[src/hw/rtl/utf8_to_glyph_bytes_unit_macros.svh]
// Assertion macros shared by the glyph decoder queue and back end
`ifndef UTF8_TO_GLYPH_BYTES_UNIT_MACROS_SVH
`define UTF8_TO_GLYPH_BYTES_UNIT_MACROS_SVH

`ifndef NO_ASSERTIONS

`define UTG_ASSERT(name, prop, msg) \
    name: assert property (@(posedge i_clk) disable iff (!i_rst_n) prop) \
        else $error(msg);

`define UTG_ASSERT_NEXT(name, ante, cons, msg) \
    name: assert property (@(posedge i_clk) disable iff (!i_rst_n) (ante) |=> (cons)) \
        else $error(msg);

`else

`define UTG_ASSERT(name, prop, msg)

`define UTG_ASSERT_NEXT(name, ante, cons, msg)

`endif

`endif

[src/hw/rtl/utg_pkg.sv]
// Shared types, constants and glyph table of the UTF-8 glyph decoder
package utg_pkg;

    localparam int COUNT_BITS_DEF = 16;
    localparam int CAP_W          = 16;
    localparam int CNT_OUT_W      = 16;
    localparam int CODE_W         = 21;
    localparam int QDEPTH         = 4;
    localparam int QPTR_W         = $clog2(QDEPTH);

    localparam logic [CAP_W-1:0] CAP_RESET = 16'd4096;

    localparam logic [7:0] CH_NL    = 8'h0A;
    localparam logic [7:0] CH_SPACE = 8'h20;
    localparam logic [7:0] CH_QUOTE = 8'h22;
    localparam logic [7:0] CH_APOS  = 8'h27;
    localparam logic [7:0] CH_DASH  = 8'h2D;
    localparam logic [7:0] CH_DOT   = 8'h2E;
    localparam logic [7:0] CH_QMARK = 8'h3F;

    typedef struct packed {
        logic [7:0] in_byte;
        logic       text_last;
    } t_in_item;

    typedef struct packed {
        logic [7:0]           out_byte;
        logic                 byte_valid;
        logic                 run_last;
        logic                 text_end;
        logic                 truncated;
        logic [CNT_OUT_W-1:0] written_count;
    } t_out_item;

    typedef struct packed {
        logic [1:0] len;
        logic [7:0] ch;
    } t_glyph;

    typedef struct packed {
        logic [1:0] q_pre;
        logic [1:0] main_len;
        logic [7:0] main_ch;
        logic [1:0] q_post;
        logic       text_end;
    } t_cmd;

    function automatic t_glyph glyph_of(input logic [CODE_W-1:0] code);
        t_glyph g;
        g.len = 2'd1;
        g.ch  = CH_QMARK;
        if (code == 21'h0000A) begin
            g.ch = CH_NL;
        end else if (code >= 21'h00020 && code < 21'h0007F) begin
            g.ch = code[7:0];
        end else if (code < 21'h00020 || code == 21'h0007F) begin
            g.ch = CH_SPACE;
        end else begin
            case (code)
                21'h02018, 21'h02019, 21'h0201A, 21'h0201B,
                21'h02032, 21'h000B4: begin
                    g.ch = CH_APOS;
                end
                21'h0201C, 21'h0201D, 21'h0201E, 21'h0201F,
                21'h02033, 21'h000AB, 21'h000BB: begin
                    g.ch = CH_QUOTE;
                end
                21'h02010, 21'h02011, 21'h02012, 21'h02013,
                21'h02014, 21'h02015, 21'h02212: begin
                    g.ch = CH_DASH;
                end
                21'h02026: begin
                    g.len = 2'd3;
                    g.ch  = CH_DOT;
                end
                21'h000A0, 21'h02007, 21'h02009, 21'h0202F: begin
                    g.ch = CH_SPACE;
                end
                default: begin
                    g.ch = CH_QMARK;
                end
            endcase
        end
        return g;
    endfunction

endpackage

[src/hw/rtl/utg_front.sv]
// Front end: accepts bytes, tracks the pending sequence, emits glyph commands
module utg_front (
    input  logic              i_clk,
    input  logic              i_rst_n,
    input  logic              i_valid,
    input  utg_pkg::t_in_item i_item,
    output logic              o_stall,
    input  logic              i_full,
    output logic              o_push,
    output utg_pkg::t_cmd     o_cmd
);

    logic [utg_pkg::CODE_W-1:0] r_code, n_code;
    logic [1:0]                 r_need, n_need;
    logic [1:0]                 r_held, n_held;

    logic [7:0]                 b;
    logic [utg_pkg::CODE_W-1:0] acc;
    logic [utg_pkg::CODE_W-1:0] gcode;
    logic                       use_glyph;
    logic                       do_start;
    logic                       accept;
    utg_pkg::t_glyph            g;
    utg_pkg::t_cmd              cmd;

    always_comb begin
        b         = i_item.in_byte;
        acc       = {r_code[utg_pkg::CODE_W-7:0], b[5:0]};
        n_code    = r_code;
        n_need    = r_need;
        n_held    = r_held;
        cmd       = '0;
        do_start  = 1'b0;
        use_glyph = 1'b0;
        gcode     = acc;

        if (r_need != 2'd0) begin
            if (b[7:6] == 2'b10) begin
                n_need = r_need - 2'd1;
                n_held = r_held + 2'd1;
                n_code = acc;
                if (r_need == 2'd1) begin
                    use_glyph = 1'b1;
                    n_code    = '0;
                    n_held    = 2'd0;
                end
            end else begin
                cmd.q_pre = r_held;
                n_code    = '0;
                n_need    = 2'd0;
                n_held    = 2'd0;
                do_start  = 1'b1;
            end
        end else begin
            do_start = 1'b1;
        end

        if (do_start) begin
            if (b < 8'h80) begin
                use_glyph = 1'b1;
                gcode     = utg_pkg::CODE_W'(b);
            end else if (b inside {[8'hC2:8'hDF]}) begin
                n_code = utg_pkg::CODE_W'(b[4:0]);
                n_need = 2'd1;
                n_held = 2'd1;
            end else if (b inside {[8'hE0:8'hEF]}) begin
                n_code = utg_pkg::CODE_W'(b[3:0]);
                n_need = 2'd2;
                n_held = 2'd1;
            end else if (b inside {[8'hF0:8'hF4]}) begin
                n_code = utg_pkg::CODE_W'(b[2:0]);
                n_need = 2'd3;
                n_held = 2'd1;
            end else begin
                cmd.main_len = 2'd1;
                cmd.main_ch  = utg_pkg::CH_QMARK;
            end
        end

        g = utg_pkg::glyph_of(gcode);
        if (use_glyph) begin
            cmd.main_len = g.len;
            cmd.main_ch  = g.ch;
        end

        if (i_item.text_last) begin
            if (n_need != 2'd0) begin
                cmd.q_post = n_held;
            end
            cmd.text_end = 1'b1;
            n_code       = '0;
            n_need       = 2'd0;
            n_held       = 2'd0;
        end
    end

    assign accept  = i_valid && !i_full;
    assign o_stall = i_full;
    assign o_push  = accept && (|{cmd.q_pre, cmd.main_len, cmd.q_post, cmd.text_end});
    assign o_cmd   = cmd;

    always_ff @(posedge i_clk) begin
        if (!i_rst_n) begin
            r_code <= '0;
            r_need <= 2'd0;
            r_held <= 2'd0;
        end else if (accept) begin
            r_code <= n_code;
            r_need <= n_need;
            r_held <= n_held;
        end
    end

endmodule

[src/hw/rtl/utg_queue.sv]
// Command queue between front end and back end
`include "utf8_to_glyph_bytes_unit_macros.svh"

module utg_queue (
    input  logic          i_clk,
    input  logic          i_rst_n,
    input  logic          i_push,
    input  utg_pkg::t_cmd i_cmd,
    input  logic          i_pop,
    output utg_pkg::t_cmd o_head,
    output logic          o_empty,
    output logic          o_full
);

    utg_pkg::t_cmd               r_mem [utg_pkg::QDEPTH];
    logic [utg_pkg::QPTR_W-1:0]  r_wr;
    logic [utg_pkg::QPTR_W-1:0]  r_rd;
    logic [utg_pkg::QPTR_W:0]    r_count;

    assign o_head  = r_mem[r_rd];
    assign o_empty = (r_count == '0);
    assign o_full  = (r_count == (utg_pkg::QPTR_W+1)'(utg_pkg::QDEPTH));

    always_ff @(posedge i_clk) begin
        if (i_push) begin
            r_mem[r_wr] <= i_cmd;
        end
    end

    always_ff @(posedge i_clk) begin
        if (!i_rst_n) begin
            r_wr    <= '0;
            r_rd    <= '0;
            r_count <= '0;
        end else begin
            if (i_push) begin
                r_wr <= r_wr + 1'b1;
            end
            if (i_pop) begin
                r_rd <= r_rd + 1'b1;
            end
            if (i_push && !i_pop) begin
                r_count <= r_count + 1'b1;
            end else if (i_pop && !i_push) begin
                r_count <= r_count - 1'b1;
            end
        end
    end

    `UTG_ASSERT(a_no_push_full, i_push |-> !o_full, "push into full queue")
    `UTG_ASSERT(a_no_pop_empty, i_pop |-> !o_empty, "pop from empty queue")
    `UTG_ASSERT_NEXT(a_count_up, i_push && !i_pop, r_count == $past(r_count) + 1'b1, "count slip")

endmodule

[src/hw/rtl/utg_back.sv]
// Back end: expands glyph commands into output bytes under the capacity limit, plus status items
`include "utf8_to_glyph_bytes_unit_macros.svh"

module utg_back #(
    parameter int COUNT_BITS = utg_pkg::COUNT_BITS_DEF
) (
    input  logic                      i_clk,
    input  logic                      i_rst_n,
    input  logic [utg_pkg::CAP_W-1:0] i_cap,
    input  utg_pkg::t_cmd             i_cmd,
    input  logic                      i_empty,
    output logic                      o_pop,
    output logic                      o_valid,
    input  logic                      i_stall,
    output utg_pkg::t_out_item        o_item
);

    localparam int LW = (COUNT_BITS > utg_pkg::CAP_W) ? COUNT_BITS : utg_pkg::CAP_W;
    localparam logic [LW-1:0] CNT_MAX = LW'({COUNT_BITS{1'b1}});

    typedef enum logic [2:0] {
        K_QMARK = 3'b001,
        K_MAIN  = 3'b010,
        K_STAT  = 3'b100
    } t_kind;

    typedef struct packed {
        t_kind      kind;
        logic       start;
        logic       piece_end;
        logic [1:0] size;
    } t_slot;

    function automatic t_slot decode_slot(input utg_pkg::t_cmd c, input logic [3:0] p);
        logic [3:0] p2;
        logic [3:0] p3;
        t_slot      s;
        s.kind      = K_STAT;
        s.start     = 1'b1;
        s.piece_end = 1'b1;
        s.size      = 2'd1;
        p2 = p - 4'(c.q_pre);
        p3 = p2 - 4'(c.main_len);
        if (p < 4'(c.q_pre)) begin
            s.kind = K_QMARK;
        end else if (p2 < 4'(c.main_len)) begin
            s.kind      = K_MAIN;
            s.start     = (p2 == 4'd0);
            s.piece_end = (p2 == 4'(c.main_len) - 4'd1);
            s.size      = c.main_len;
        end else if (p3 < 4'(c.q_post)) begin
            s.kind = K_QMARK;
        end
        return s;
    endfunction

    logic [3:0]            r_pos, n_pos;
    logic [COUNT_BITS-1:0] r_written, n_written;
    logic                  r_stopped, n_stopped;
    logic                  r_out_valid, n_out_valid;
    utg_pkg::t_out_item    r_out, n_out;

    logic [LW-1:0]         limit;
    logic [3:0]            tot;
    logic [3:0]            pos_inc;
    logic                  is_final;
    logic                  fire;
    logic                  emit;
    logic                  fits_cur;
    logic                  fits_nxt;
    logic [LW:0]           sum_cur;
    logic [LW:0]           sum_nxt;
    t_slot                 cur;
    t_slot                 nxt;
    utg_pkg::t_out_item    item;

    assign limit = (LW'(i_cap) < CNT_MAX) ? LW'(i_cap) : CNT_MAX;

    always_comb begin
        tot      = 4'(i_cmd.q_pre) + 4'(i_cmd.main_len) + 4'(i_cmd.q_post)
                 + 4'(i_cmd.text_end);
        pos_inc  = r_pos + 4'd1;
        is_final = (pos_inc == tot);
        fire     = !i_empty && (!r_out_valid || !i_stall);
        cur      = decode_slot(i_cmd, r_pos);
        nxt      = decode_slot(i_cmd, pos_inc);
        sum_cur  = (LW+1)'(r_written) + (LW+1)'(cur.size);
        sum_nxt  = (LW+1)'(r_written) + (LW+1)'(nxt.size) + (LW+1)'(1);
        fits_cur = (sum_cur <= (LW+1)'(limit));
        fits_nxt = (sum_nxt <= (LW+1)'(limit));

        emit      = 1'b0;
        item      = '0;
        n_written = r_written;
        n_stopped = r_stopped;

        case (cur.kind)
            K_STAT: begin
                emit               = 1'b1;
                item.text_end      = 1'b1;
                item.run_last      = 1'b1;
                item.truncated     = r_stopped;
                item.written_count = utg_pkg::CNT_OUT_W'(r_written);
                n_written          = '0;
                n_stopped          = 1'b0;
            end
            K_QMARK, K_MAIN: begin
                if (cur.start) begin
                    emit = !r_stopped && fits_cur;
                    if (!r_stopped && !fits_cur) begin
                        n_stopped = 1'b1;
                    end
                end else begin
                    emit = !r_stopped;
                end
                item.out_byte      = (cur.kind == K_MAIN) ? i_cmd.main_ch : utg_pkg::CH_QMARK;
                item.byte_valid    = 1'b1;
                item.run_last      = !i_cmd.text_end && cur.piece_end && (is_final || !fits_nxt);
                item.written_count = utg_pkg::CNT_OUT_W'(r_written + COUNT_BITS'(1));
                if (emit) begin
                    n_written = r_written + COUNT_BITS'(1);
                end
            end
            default: begin
                emit = 1'b0;
            end
        endcase

        if (!fire) begin
            n_written = r_written;
            n_stopped = r_stopped;
        end

        n_pos       = fire ? (is_final ? 4'd0 : pos_inc) : r_pos;
        n_out_valid = fire ? emit : (r_out_valid && i_stall);
        n_out       = (fire && emit) ? item : r_out;
    end

    assign o_pop   = fire && is_final;
    assign o_valid = r_out_valid;
    assign o_item  = r_out;

    always_ff @(posedge i_clk) begin
        r_out <= n_out;
    end

    always_ff @(posedge i_clk) begin
        if (!i_rst_n) begin
            r_pos       <= 4'd0;
            r_written   <= '0;
            r_stopped   <= 1'b0;
            r_out_valid <= 1'b0;
        end else begin
            r_pos       <= n_pos;
            r_written   <= n_written;
            r_stopped   <= n_stopped;
            r_out_valid <= n_out_valid;
        end
    end

    `UTG_ASSERT(a_status_closes, r_out_valid && r_out.text_end |-> r_out.run_last && !r_out.byte_valid, "status item malformed")
    `UTG_ASSERT(a_count_in_limit, r_out_valid && r_out.byte_valid |-> LW'(r_out.written_count) <= limit, "byte past capacity")
    `UTG_ASSERT_NEXT(a_stop_sticky, r_stopped && !(fire && cur.kind == K_STAT), r_stopped, "stop flag dropped early")

endmodule

[src/hw/rtl/utf8_to_glyph_bytes_unit.sv]
// Top level of the UTF-8 to drawable ASCII glyph decoder
//
// Input channel (i_in_valid, o_in_stall, i_in_item): one UTF-8 byte per transfer,
// text_last set on the final byte of a text.
// Output channel (o_out_valid, i_out_stall, o_out_item): glyph bytes, and one
// status item (byte_valid low, text_end high) after the last byte of each text.
// Config channel (i_cfg_valid, o_cfg_ready, i_cfg_data): output capacity per text;
// always ready, write only while the block is idle.
// Path: a transferred byte is decoded combinationally and its command is pushed
// into the command queue; the back end registers each output item.
// Throughput: one byte per cycle while each byte needs at most one back-end slot
// and the receiver does not stall. A glyph command occupies the back end slot by
// slot (held '?', glyph byte, status), slots dropped at capacity included; a byte
// that yields no command skips it. A four-entry command queue absorbs bursts.
// Reset clears the decode state, byte count, stop flag and queue; capacity
// returns to 4096. When the receiver stalls, the output register holds, the
// queue fills, and o_in_stall rises once it is full.
module utf8_to_glyph_bytes_unit #(
    parameter int COUNT_BITS = utg_pkg::COUNT_BITS_DEF
) (
    input  logic                      i_clk,
    input  logic                      i_rst_n,
    input  logic                      i_in_valid,
    output logic                      o_in_stall,
    input  utg_pkg::t_in_item         i_in_item,
    output logic                      o_out_valid,
    input  logic                      i_out_stall,
    output utg_pkg::t_out_item        o_out_item,
    input  logic                      i_cfg_valid,
    output logic                      o_cfg_ready,
    input  logic [utg_pkg::CAP_W-1:0] i_cfg_data
);

    logic [utg_pkg::CAP_W-1:0] r_out_capacity;

    logic          push;
    logic          pop;
    logic          q_empty;
    logic          q_full;
    utg_pkg::t_cmd push_cmd;
    utg_pkg::t_cmd head_cmd;

    assign o_cfg_ready = 1'b1;

    always_ff @(posedge i_clk) begin
        if (!i_rst_n) begin
            r_out_capacity <= utg_pkg::CAP_RESET;
        end else if (i_cfg_valid && o_cfg_ready) begin
            r_out_capacity <= i_cfg_data;
        end
    end

    utg_front u_front (
        .i_clk   (i_clk),
        .i_rst_n (i_rst_n),
        .i_valid (i_in_valid),
        .i_item  (i_in_item),
        .o_stall (o_in_stall),
        .i_full  (q_full),
        .o_push  (push),
        .o_cmd   (push_cmd)
    );

    utg_queue u_queue (
        .i_clk   (i_clk),
        .i_rst_n (i_rst_n),
        .i_push  (push),
        .i_cmd   (push_cmd),
        .i_pop   (pop),
        .o_head  (head_cmd),
        .o_empty (q_empty),
        .o_full  (q_full)
    );

    utg_back #(
        .COUNT_BITS (COUNT_BITS)
    ) u_back (
        .i_clk   (i_clk),
        .i_rst_n (i_rst_n),
        .i_cap   (r_out_capacity),
        .i_cmd   (head_cmd),
        .i_empty (q_empty),
        .o_pop   (pop),
        .o_valid (o_out_valid),
        .i_stall (i_out_stall),
        .o_item  (o_out_item)
    );

endmodule
[config.mk]
export PLATFORM = sky130hd
export DESIGN_NAME = utf8_to_glyph_bytes_unit
export DESIGN_NICKNAME = d
export VERILOG_FILES = /design/src/hw/rtl/utg_pkg.sv /design/src/hw/rtl/utg_front.sv /design/src/hw/rtl/utg_queue.sv /design/src/hw/rtl/utg_back.sv /design/src/hw/rtl/utf8_to_glyph_bytes_unit.sv
export VERILOG_INCLUDE_DIRS = /design/src /design/src/hw/rtl
export SDC_FILE = /design/constraint.sdc
export NUM_CORES = 1
export LEC_CHECK = 0
export ABC_CLOCK_PERIOD_IN_PS = 11300
export BUFFER_PORTS_ARGS = -buffer_cell sky130_fd_sc_hd__buf_2
export CORE_AREA = 8 8 138 140
export DETAILED_ROUTE_END_ITERATION = 12
export DIE_AREA = 0 0 146 148
export GPL_TIMING_DRIVEN = 0
export HOLD_SLACK_MARGIN = 0.03
export PLACE_DENSITY_LB_ADDON = 0.1
export REMOVE_ABC_BUFFERS = 1
export SYNTH_ARGS = -nofsm -noshare
export SYNTH_HDL_FRONTEND = slang
export SYNTH_SLANG_ARGS = --single-unit
export TNS_END_PERCENT = 10
[constraint.sdc]
create_clock -name i_clk -period 11.3 [get_ports i_clk]
set_input_delay 2.26 -clock i_clk [delete_from_list [all_inputs] [get_ports i_clk]]
set_output_delay 2.26 -clock i_clk [all_outputs]
set_load 0.005 [all_outputs]
-- After elaboration in Yosys (flattened, before gate mapping)
Memory sizes are Yosys's and may differ from the RTL's. A register that Yosys moved wholly into a read port is not among the register bits.
Index checks and enable logic that the tools add are counted.
- input bits: 30
- output and inout bits: 31
- flip-flop bits (word level): 98
- RAM bits: 60
- logic and storage cells: 219
- memories: 1
- memory list (memory ; depth ; bits a word ; read ports ; clocked after memory_dff ; write ports ; line ; RTL):
    u_queue.r_mem ; 4 ; 15 ; 1 ; 1 ; 1 ; utg_queue.sv:15 ; utg_pkg::t_cmd r_mem [utg_pkg::QDEPTH];
- equality and inequality tests: 38
- multiplexer cells: 82
- order comparisons: 18
- $add $sub $neg: 18
- reduce and logical (&&, ||, !) cells: 44
- operator list (cell ; number):
    $eq A21 B14 Y1 const B ; 21
    $mux W21 ; 11
    $eq A21 B8 Y1 const B ; 4
    $pmux W16 S2 ; 2
    $mux W2 ; 29
    $mux W10 ; 5
    $add A16 B2 Y17 ; 2
    $le A17 B16 Y1 ; 2
    $mux W16 ; 2
    $pmux W5 S5 ; 1
    $ge A8 B8 Y1 const B ; 3
    $le A8 B8 Y1 const B ; 3
    $mux W8 ; 3
    $eq A21 B4 Y1 const B ; 1
    $eq A21 B7 Y1 const B ; 1
    $ge A21 B6 Y1 const B ; 1
    $lt A21 B6 Y1 const B ; 1
    $lt A21 B7 Y1 const B ; 1
    $reduce_or A7 Y1 ; 3
    $lt A4 B2 Y1 ; 5
    $mux W3 ; 6
    $add A17 B1 Y17 const B ; 1
    $add A16 B1 Y16 const B ; 1
    $logic_and A1 B1 Y1 ; 16
    other kinds (35) ; 75

-- Longest topological paths before layout
Gate-level depths: netlist (run 1).
- depth after elaboration: 17
- gate-level depth with buffers: 25
- mapped depth without buffers: 22

-- Hierarchy
From an unflattened synthesis (run 1), not the netlist that was laid out.
- cells, all modules: 909
- area, all modules: 9415.3 um^2
- by module, submodules not included (module ; seq. area each (um^2) ; area an instance (um^2) ; times used ; cells an instance):
    utg_back ; 1281.2 ; 4380.5 ; 1 ; 507
    utg_queue ; 1981.9 ; 2640.0 ; 1 ; 121
    utg_front ; 380.4 ; 1770.4 ; 1 ; 228
    utf8_to_glyph_bytes_unit ; 320.3 ; 624.3 ; 1 ; 53

-- Worst setup path before layout (run 1)
No wires, ideal clock.
- kind: register to register
- from: register with a tool-made name
- to: register u_back.r_out (netlist bit u_back.o_item[0]), enable pin
- library setup time: 0.422 ns
- required time: 10.878 ns
- path buffers: 2
- arrival: 7.009 ns
- stages on the path, launching flop included: 23
- setup slack: 3.868 ns
- period minus slack after synthesis: 7.432 ns
- cells stage by stage: dfxtp_1 > buf_6 > buf_1 > mux4_2 > ha_1 > fa_1 > fa_1 > and2_1 > nand2_1 > nor2_1 > ha_1 > a21oi_1 > nor2_1 > nand3_1 > nor3_1 > xor2_1 > ha_1 > nand4_1 > nor4_1 > o22ai_1 > a21o_1 > a21o_1 > a21oi_1
- RTL lines (element ; line ; RTL):
    end signal, assigned ; utg_back.sv:144 ; r_out <= n_out;
    end, declared ; utg_back.sv:61 ; utg_pkg::t_out_item r_out, n_out;

==> flow_summary_export.csv, run 1 <==
group,metric,value,unit
grt,grt_pass1_vias,6909,
drt,drc,0,
worst_setup_path,path_max_fanout,20,
grt,antenna_found_initial,1,
place,io_buffers,59,
synthesis,synth-seq-cells,154,
power,power_leakage,4.060,nW
timing,finalSetupViolCount,0,
drt,top_layer,"met5",
clock_tree,cts_root_buffer,"clkbuf_16",
cells_and_area,area_growth_syn_to_layout,11.00,%
worst_setup_path,cp_cell_sequence,"mux4_2 -> ha_1 -> fa_1 -> fa_1 -> and2_1 -> nand2_1 -> nor2_1 -> ha_1 -> a21oi_1 -> nor2_1 -> nand3_1 -> nor3_1 -> xor2_1 -> ha_1 -> nand4_1 -> nor4_1 -> o22ai_1 -> a21o_1 -> a21o_1 -> a21oi_4 -> buf_16",
power,power_density,206.7,mW/mm^2
place,dpl.hpwl,15.48,mm
drt,routed_wl,21.22,mm
synthesis,synth-adder-area-share,9.816,%
hold_path,hp-class,"reg -> reg",
place,gp_congestion,0.8962,
clock_tree,numCtsBuffers,17,
worst_setup_path,crit_required,11.44,ns
timing,fin_tns_setup,0,ns
die,ios,61,
die,row_count,48,
drt,vias,6794,
synthesis,synthXorXnorAreaFrac,5.870,%
synthesis,synth-compound-area-share,11.70,%
cells_and_area,num_antenna_cells,0,
clock_tree,cts_hold_buf,0,
worst_setup_path,crit_path_max_incr_delay,1.02,ns
timing,clock_skew,0.01422,ns
die,initial_core_util,53.74,%
grt,grt_remaining_overflow,0,
worst_setup_path,worstPathArrival,7.86,ns
synthesis,synthesis.area,0.009101,mm^2
clock_tree,cts_resized,0,
cells_and_area,nFillCells,1467,
timing,relSlewSlack,29.76,%
synthesis,yosysUniqueCellTypes,87,
clock_tree,clk_pin_slew,0.07,ns
worst_setup_path,slowest_stage,"dfxtp_1",
synthesis,yosysSeqAreaShare,43.55,%
flow_run,cap_violations,0,
place,dpl_cell_area,0.009478,mm^2
grt,grt_first_pass_wirelength,34.90,mm
timing,rsz0062_at_grt,"false",
drt,wl_met1,8.925,mm
die,fp.dieW,146,um
timing,fin_crit,7.715,ns
drt,route.met3.wl,927,um
cells_and_area,final_common_cell,"nor2_1",
drt,dr_wl_met2,11.06,mm
timing,tightest_slew,1.052,ns
clock_tree,htree_num_levels,4,
die,coreArea,0.01694,mm^2
die,die_h,148,um
grt,grt_usage,19.98,%
synthesis,post_synth_inst_count,888,
synthesis,avgSynthCellArea,10.25,um^2
synthesis,synth_edf_count,88,
clock_tree,cts_tree,"yes",
cells_and_area,post-route-util,59.65,%
cells_and_area,finish.instance_area,0.01010,mm^2
synthesis,synth_top_family_by_area,"simple AND/OR/NAND/NOR gates",
clock_tree,insertion_delay,0.44,ns
clock_tree,postCtsSetupRepairBufs,0,
synthesis,ys_async_sr_fraction,0,%
run_status,run_status,"complete, no violations",
synthesis,synthSimpleGateAreaFrac,18.15,%
worst_setup_path,critPathMostFrequentCell,"ha_1",
timing,fin_crit_sh,68.27,%
worst_setup_path,end_kind,"flip-flop",
drt,drtIter0Drc,414,
grt,grt_max_degree,48,
clock_tree,clkSinkCount,154,
power,irDropWorstVdd,0.1571,mV
drt,wl_per_cell,18.28,um
cells_and_area,final_cell_mix,"nor2_1, edfxtp_1, dfxtp_1",
timing,max_freq,129.6,MHz
die,die-area,0.02161,mm^2
timing,slew_viol_final,0,
timing,hold_violations,0,
cells_and_area,drive_gt1_share,14.96,%
synthesis,synthMuxAreaShare,5.815,%
worst_setup_path,start_kind,"flip-flop",
worst_setup_path,crit_type,"reg -> reg",
synthesis,synth.yosys.warnings,0,
drt,drtAntennaViolNets,0,
drt,first_pass_iters,6,
clock_tree,clk_path_buf_depth,2,
drt,vias_per_cell,5.852,
synthesis,synth_ff_type,"edfxtp_1",
cells_and_area,nets,1019,
## critical path, delay by kind of cell, from the launching register on
family / cells / cell delay (ns)
mux: 1 / 0.68
buf+inv: 1 / 0.22
simple gates: 8 / 2.24
xor+xnor: 1 / 0.12
fa+ha+maj: 5 / 1.91
compound gates: 5 / 1.21
flops: 1 / 1.02
## power by group
| group | switching, W | leakage [nW] | internal (W) | total [W] |
|---|---|---|---|---|
| sequential | 0.0000410 | 1.37 | 0.000713 | 0.000754 |
| combinational | 0.000478 | 2.40 | 0.000283 | 0.000761 |
| clock | 0.000272 | 0.299 | 0.000301 | 0.000572 |
## Yosys cell counts (5+ instances only)
cell type / n / area [um^2]
a211o_1: 5 / 43.79
a211oi_1: 6 / 45.04
a21o_1: 9 / 67.56
a21oi_1: 24 / 120.1
a22oi_1: 12 / 90.09
a31oi_1: 6 / 37.54
and2_1: 10 / 62.56
and3_1: 6 / 37.54
buf_2: 11 / 55.05
buf_4: 5 / 37.54
clkbuf_1: 21 / 78.83
dfxtp_1: 66 / 1321
edfxtp_1: 88 / 2643
fa_1: 9 / 180.2
ha_1: 57 / 713.2
inv_1: 54 / 202.7
mux2i_1: 18 / 180.2
mux4_2: 15 / 337.8
nand2_1: 62 / 232.7
nand2b_1: 6 / 37.54
nand3_1: 22 / 110.1
nand4_1: 14 / 87.58
nor2_1: 110 / 412.9
nor2b_1: 11 / 68.82
nor3_1: 24 / 120.1
nor4_1: 5 / 31.28
o211ai_1: 5 / 37.54
o21a_1: 7 / 52.55
o21ai_0: 19 / 95.09
o31ai_1: 6 / 45.04
o32ai_1: 5 / 43.79
or3_1: 8 / 50.05
or4_1: 5 / 37.54
xnor2_1: 31 / 271.5
xor2_1: 30 / 262.8
## flip-flops by register name, summed over array words and instances (netlist names), named ones only
name              flops
u_queue.r_wr          2
u_back.o_valid        1
u_back.r_stopped      1
u_front.r_held        2
u_back.r_pos          4
u_back.r_written     16
u_queue.r_mem        60
u_front.r_need        2
u_front.r_code       15
u_queue.r_count       3
u_back.o_item        28
u_queue.r_rd          2
r_out_capacity       16
## metrics by stage
step                hold slack [ns]  total power [W]  cells  setup WS, ns
finish                       0.4963         0.002088   1161         3.585
global route                 0.5239         0.002216   1161         3.086
CTS                          0.5028         0.002102   1161         3.526
detailed placement           0.4820         0.001527   1129         3.578
global placement             0.4754         0.001484   1128         1.871
floorplan                    0.4568         0.001259    844         3.980
## cells by family after synthesis
group | after synthesis
AND/OR/NAND/NOR | 323
other | 2
multiplexers | 34
adder cells (fa/ha/maj) | 66
flip-flops | 154
buffers and inverters | 102
AO/OA/AOI/OAI | 146
XOR/XNOR | 61
## worst paths after layout
| check | from | endpoint | slack (ns) | cells after the start |
|---|---|---|---|---|
| setup / recovery | flip-flop | u_back.o_item[10] | 3.58 | 21 |
| hold / removal | r_out_capacity[10] | r_out_capacity[10] | 0.50 | 2 |
| setup reg to reg | flip-flop | u_back.o_item[10] | 3.58 | 21 |
| hold reg to reg | r_out_capacity[10] | r_out_capacity[10] | 0.50 | 2 |
## layer usage
layer	global-route usage, %	vias to the layer above
li1	-	3277
met1	23.12	3326
met2	36.63	159
met3	3.974	30
met4	5.976	2
met5	0	-
## layout make-up
type,instances,area [um^2],share of cell area [%]
Clock buffer,17,425.4,4.211
Tap cell,225,281.5,2.787
Timing Repair Buffer,60,322.8,3.195
Multi-Input combinational cell,635,4708,46.61
Sequential cell,154,3964,39.24
Clock inverter,15,193.9,1.920
Inverter,55,206.4,2.044
Note: power is estimated with default switching activity, not from simulation.
==> run 2, diff against run 1 <==
- ABC_CLOCK_PERIOD_IN_PS: 11300 -> 7000
- clock period: 11.3 -> 7 ns (I/O delays scaled with it)
==> run 2 against run 1 <==
  * Global-route usage about the same
  * Critical path depth is the same
  * Setup slack got worse by 3.1 ns
  * Via count increased by 0.94%
  * Non-clock buffer count is 6 higher
  * Flip-flop and latch count unchanged
  * Combinational power grew 68%
  * First-iteration DRC count is 16% higher
  * Final area grew 0.85%
  * Clock skew about the same
  * Highest routed layer unchanged
==> flow_summary_export.csv, run 2 (same netlist as run 1, synthesis figures left out) <==
group,metric,value,unit
die,fp.dieW,146,um
die,ios,61,
worst_setup_path,critPathMostFrequentCell,"ha_1",
grt,grt_first_pass_wirelength,34.93,mm
clock_tree,clk_path_buf_depth,2,
clock_tree,clk_pin_slew,0.07,ns
hold_path,min_from,"r_out_capacity[10]",
cells_and_area,regMostFlops,"u_queue.r_mem",
clock_tree,htree_num_levels,4,
clock_tree,cts_hold_buf,0,
drt,vias_per_cell,5.877,
worst_setup_path,crit_required,7.32,ns
worst_setup_path,worstPathArrival,6.81,ns
timing,setup_slack,0.5052,ns
cells_and_area,final_cell_mix,"nor2_1, edfxtp_1, dfxtp_1",
timing,rsz0062_at_grt,"false",
cells_and_area,finish.instance_area,0.01019,mm^2
clock_tree,numCtsBuffers,17,
cells_and_area,drive_gt1_share,16.14,%
drt,routed_wl,21.38,mm
place,gp_congestion,0.8962,
drt,vias,6858,
run_status,run_status,"complete, no violations",
clock_tree,clkSinkCount,154,
drt,wl_per_cell,18.32,um
flow_run,cap_violations,0,
place,pre_cts_ws,-0.7223,ns
grt,grt_remaining_overflow,0,
worst_setup_path,end_kind,"flip-flop",
power,power_density,335.3,mW/mm^2
cells_and_area,post-route-util,60.16,%
timing,fin_hold_ws,0.4963,ns
power,irDropWorstVdd,0.2895,mV
timing,slew_viol_final,0,
place,io_buffers,59,
drt,first_pass_iters,5,
place,dpl.hpwl,15.48,mm
timing,relSlewSlack,33.33,%
timing,clock_skew,0.01448,ns
timing,fin_crit_sh,92.78,%
worst_setup_path,crit_path_end,"u_back.r_written[13]",
die,die_h,148,um
place,dpl_cell_area,0.009478,mm^2
timing,tightest_slew,0.9934,ns
grt,grt_pass1_vias,6920,
hold_path,hp-class,"reg -> reg",
worst_setup_path,start_kind,"flip-flop",
worst_setup_path,crit_type,"reg -> reg",
grt,grt_usage,19.99,%
die,coreArea,0.01694,mm^2
timing,hold_violations,0,
drt,drc,0,
cells_and_area,final_common_cell,"nor2_1",
timing,finalSetupViolCount,0,
worst_setup_path,r2r_end,"u_back.r_written[13]",
worst_setup_path,path_max_fanout,15,
worst_setup_path,ff2ff_setup_slack,0.51,ns
die,row_count,48,
grt,antenna_found_initial,1,
cells_and_area,num_antenna_cells,0,
drt,drtIter0Drc,481,
clock_tree,cts_root_buffer,"clkbuf_16",
worst_setup_path,crit_path_max_incr_delay,0.58,ns
clock_tree,cts_tree,"yes",
cells_and_area,area_growth_syn_to_layout,11.95,%
timing,fin_crit,6.495,ns
die,die-area,0.02161,mm^2
worst_setup_path,cp_cell_sequence,"mux4_2 -> ha_1 -> fa_1 -> fa_1 -> and2_1 -> nand2_2 -> nor2_1 -> ha_1 -> a21oi_1 -> nor2_1 -> nand3_1 -> nor3_1 -> xor2_1 -> ha_1 -> nand4_1 -> nor4_2 -> o22ai_1 -> and4b_1 -> or2_1 -> a211oi_4 -> a221o_1",
drt,drtAntennaViolNets,0,
clock_tree,insertion_delay,0.44,ns
worst_setup_path,slowest_stage,"dfxtp_2",
timing,max_freq,154.0,MHz
worst_setup_path,ff2ff_path_depth,21,
hold_path,holdPathStages,2,
power,power_leakage,4.100,nW
timing,fin_tns_setup,0,ns
cells_and_area,nets,1025,
cells_and_area,nFillCells,1458,
grt,grt_max_degree,48,
die,initial_core_util,53.74,%
cells_and_area,largest_register_ff_count,60,
[run 2: how the worst min path moves through the flow]
| stage | endpoint | slack (ns) |
|---|---|---|
| after floorplan | u_front.r_code[9] | 0.46 |
| after global placement | u_front.r_code[9] | 0.48 |
| after detailed placement | u_front.r_code[9] | 0.48 |
| after CTS | u_front.r_code[9] | 0.50 |
| after global routing | u_front.r_code[13] | 0.52 |
| final | r_out_capacity[10] | 0.50 |
[run 2: critical path, delay by kind of cell (launching register included)]
kind / cells / cell delay (ns)
AO/OA/AOI/OAI: 4 / 0.77
multiplexers: 1 / 0.44
adder cells (fa/ha/maj): 5 / 1.90
flip-flops: 1 / 0.58
XOR/XNOR: 1 / 0.12
AND/OR/NAND/NOR: 10 / 2.55
[run 2: routing by layer]
metal | GRT usage [%] | wire length, um | up-vias
met4 | 5.976 | 278 | 2
met1 | 23.12 | 8886 | 3339
met3 | 3.974 | 1053 | 34
met5 | 0 | 13 | -
li1 | - | - | 3279
met2 | 36.67 | 11140 | 204
[run 2: report_power, final]
| group | internal (W) | switching, W |
|---|---|---|
| registers | 0.00115 | 0.0000635 |
| logic | 0.000483 | 0.000795 |
| clock network | 0.000486 | 0.000438 |
| total | 0.00212 | 0.00130 |
[run 2: cell type report]
cell class	instances	area, um^2	area share, %
clock buffer	17	425.4	4.175
clock inverter	15	193.9	1.903
inverter	55	206.4	2.026
multi-input combinational	635	4732	46.44
sequential	154	3969	38.95
tap	225	281.5	2.763
timing repair buffer	66	380.4	3.733
[run 2: what timing repair did]
item | in CTS | in global routing
buffers inserted | 1 | 5
gates resized for setup | 4 | 4
setup endpoints to repair | 45 | 44
pin swaps | 1 | 0
[run 2: through the flow]
step	total power (W)	std cells
CTS	0.003417	1162
finish	0.003416	1167
global route	0.003619	1167
floorplan	0.002032	844
global placement	0.002396	1128
detailed placement	0.002464	1129
==> run 3, diff against run 2 <==
- HOLD_SLACK_MARGIN: 0.03 -> not set
- PLACE_DENSITY: not set -> 0.76
- PLACE_DENSITY_LB_ADDON: 0.1 -> not set
==> run 3 against run 2 <==
  * The flow now finishes with violations (capacitance limit, slew limit)
  * Fmax down 1.2%
  * Setup slack got worse by 0.077 ns
  * Sequential power is essentially flat
  * Die area is the same
  * Combinational power is 4% lower
  * Count of clock-buffer cells in the layout grew 1
  * Via count decreased by 1.8%
  * Critical path depth unchanged
==> flow_summary_export.csv, run 3 (same netlist as run 1, synthesis figures left out) <==
group,metric,value,unit
worst_setup_path,path_max_fanout,18,
clock_tree,clk_pin_slew,0.06,ns
cells_and_area,final_common_cell,"nor2_1",
cells_and_area,regMostFlops,"u_queue.r_mem",
timing,fin_crit_sh,93.88,%
place,io_buffers,59,
drt,first_pass_iters,5,
worst_setup_path,start_kind,"flip-flop",
place,dpl_cell_area,0.009450,mm^2
worst_setup_path,crit_family,"simple AND/OR/NAND/NOR gates",
place,dpl.hpwl,14.51,mm
worst_setup_path,ff2ff_setup_slack,0.43,ns
cells_and_area,final_cell_mix,"nor2_1, edfxtp_1, dfxtp_1",
die,row_count,48,
grt,top_usage_layer,"met2",
worst_setup_path,crit_path_max_incr_delay,0.61,ns
drt,vias_per_cell,5.785,
cells_and_area,finalNonFillerCells,1164,
clock_tree,clk_path_buf_depth,2,
worst_setup_path,cp.depth,21,
clock_tree,htree_num_levels,4,
cells_and_area,multi_input_area,0.004726,mm^2
die,coreArea,0.01694,mm^2
place,gp_congestion,0.8944,
clock_tree,insertion_delay,0.42,ns
power,power_density,331.5,mW/mm^2
worst_setup_path,cp_cell_sequence,"mux4_2 -> ha_1 -> fa_1 -> fa_1 -> and2_1 -> nand2_1 -> nor2_1 -> ha_1 -> a21oi_1 -> nor2_1 -> nand3_1 -> nor3_1 -> xor2_1 -> ha_1 -> nand4_1 -> nor4_2 -> o22ai_1 -> and4b_1 -> nor2_4 -> nor2_1 -> a221o_1",
timing,max_freq,152.2,MHz
hold_path,holdPathStages,2,
clock_tree,cts_tree,"yes",
timing,tightest_slew,1.740,ns
drt,vias,6734,
cells_and_area,area_growth_syn_to_layout,10.82,%
die,ios,61,
cells_and_area,largest_register_ff_count,60,
timing,clock_skew,0.009294,ns
power,power_leakage,4.043,nW
cells_and_area,nets,1022,
place,place_inst,1128,
cells_and_area,seqCellArea,0.003969,mm^2
worst_setup_path,end_kind,"flip-flop",
drt,drtIter0Drc,711,
die,die_h,148,um
flow_run,cap_violations,1,
clock_tree,numCtsBuffers,17,
timing,fin_tns_setup,0,ns
timing,relSlewSlack,-17.00,%
grt,met1_usage,24.60,%
worst_setup_path,crit_required,7.30,ns
grt,use_met3,3.638,%
power,irDropWorstVdd,0.2444,mV
worst_setup_path,crit_type,"reg -> reg",
drt,routed_wl,20.17,mm
grt,grt_first_pass_wirelength,33.20,mm
timing,fin_crit,6.571,ns
worst_setup_path,critPathBufInv,0,
clock_tree,cts_root_buffer,"clkbuf_16",
grt,grt_max_degree,48,
grt,antenna_found_initial,0,
worst_setup_path,worstPathArrival,6.87,ns
cells_and_area,num_antenna_cells,0,
die,fp.dieW,146,um
die,initial_core_util,53.74,%
drt,drtAntennaViolNets,0,
clock_tree,cts_hold_buf,0,
cells_and_area,drive_gt1_share,15.12,%
clock_tree,clkSinkCount,154,
timing,hold_violations,0,
timing,finalSetupViolCount,0,
cells_and_area,post-route-util,59.55,%
timing,rsz0062_at_grt,"false",
worst_setup_path,slowest_stage,"mux4_2",
timing,slew_viol_final,9,
hold_path,hp-class,"reg -> reg",
drt,wl_per_cell,17.33,um
timing,fin_hold_ws,0.4953,ns
grt,use_met2,30.84,%
cells_and_area,finish.instance_area,0.01009,mm^2
run_status,violations,"capacitance limit, slew limit",
worst_setup_path,ff2ff_path_depth,21,
grt,grt_usage,18.88,%
grt,grt_remaining_overflow,0,
drt,drc,0,
run_status,run_status,"complete, but fails checks",
grt,grt_pass1_vias,6566,
cells_and_area,nFillCells,1399,
die,die-area,0.02161,mm^2
[run 3: per-stage QoR]
stage                     total power, W  setup WS, ns
after floorplan                 0.002032       -0.3197
after global placement          0.002367        -1.871
after detailed placement        0.002401       -0.6670
after CTS                       0.003302       0.02374
after global routing            0.003550       0.08096
final                           0.003343        0.4286
[run 3: path summary, 6_finish.rpt]
path,from,end
min reg2reg,r_out_capacity[6],r_out_capacity[6]
min,r_out_capacity[6],r_out_capacity[6]
max reg2reg,flip-flop,u_back.r_written[11]
max,flip-flop,u_back.r_written[11]
[run 3: cell type report]
cell class                 count  share of cell area, %
sequential                   154                  39.35
tap                          225                  2.791
timing repair buffer          62                  3.275
multi-input combinational    636                  46.86
clock inverter                14                  1.427
clock buffer                  18                  4.255
inverter                      55                  2.047
[run 3: routing by layer]
layer | wire length [um] | up-vias
met3 | 1152 | 27
met1 | 9045 | 3237
met4 | 316 | 0
met5 | 0 | -
met2 | 9655 | 189
li1 | - | 3281
[run 3: tightest hold or removal path: stages (launching register included)]
cell     delay (ns)
dfxtp_1        0.32
mux2i_1        0.06
nor2_1         0.07
[run 3: repair_timing]
action	4_1_cts	5_1_grt
buffers inserted	0	3
setup endpoints to repair	40	36
cloned	0	1
pin swaps	2	2
resized for setup	4	1
[run 3: power breakdown]
group,internal (W),leakage (nW),switching [W]
Sequential,0.00115,1.37,0.0000640
Combinational,0.000463,2.40,0.000768
Clock,0.000526,0.273,0.000371
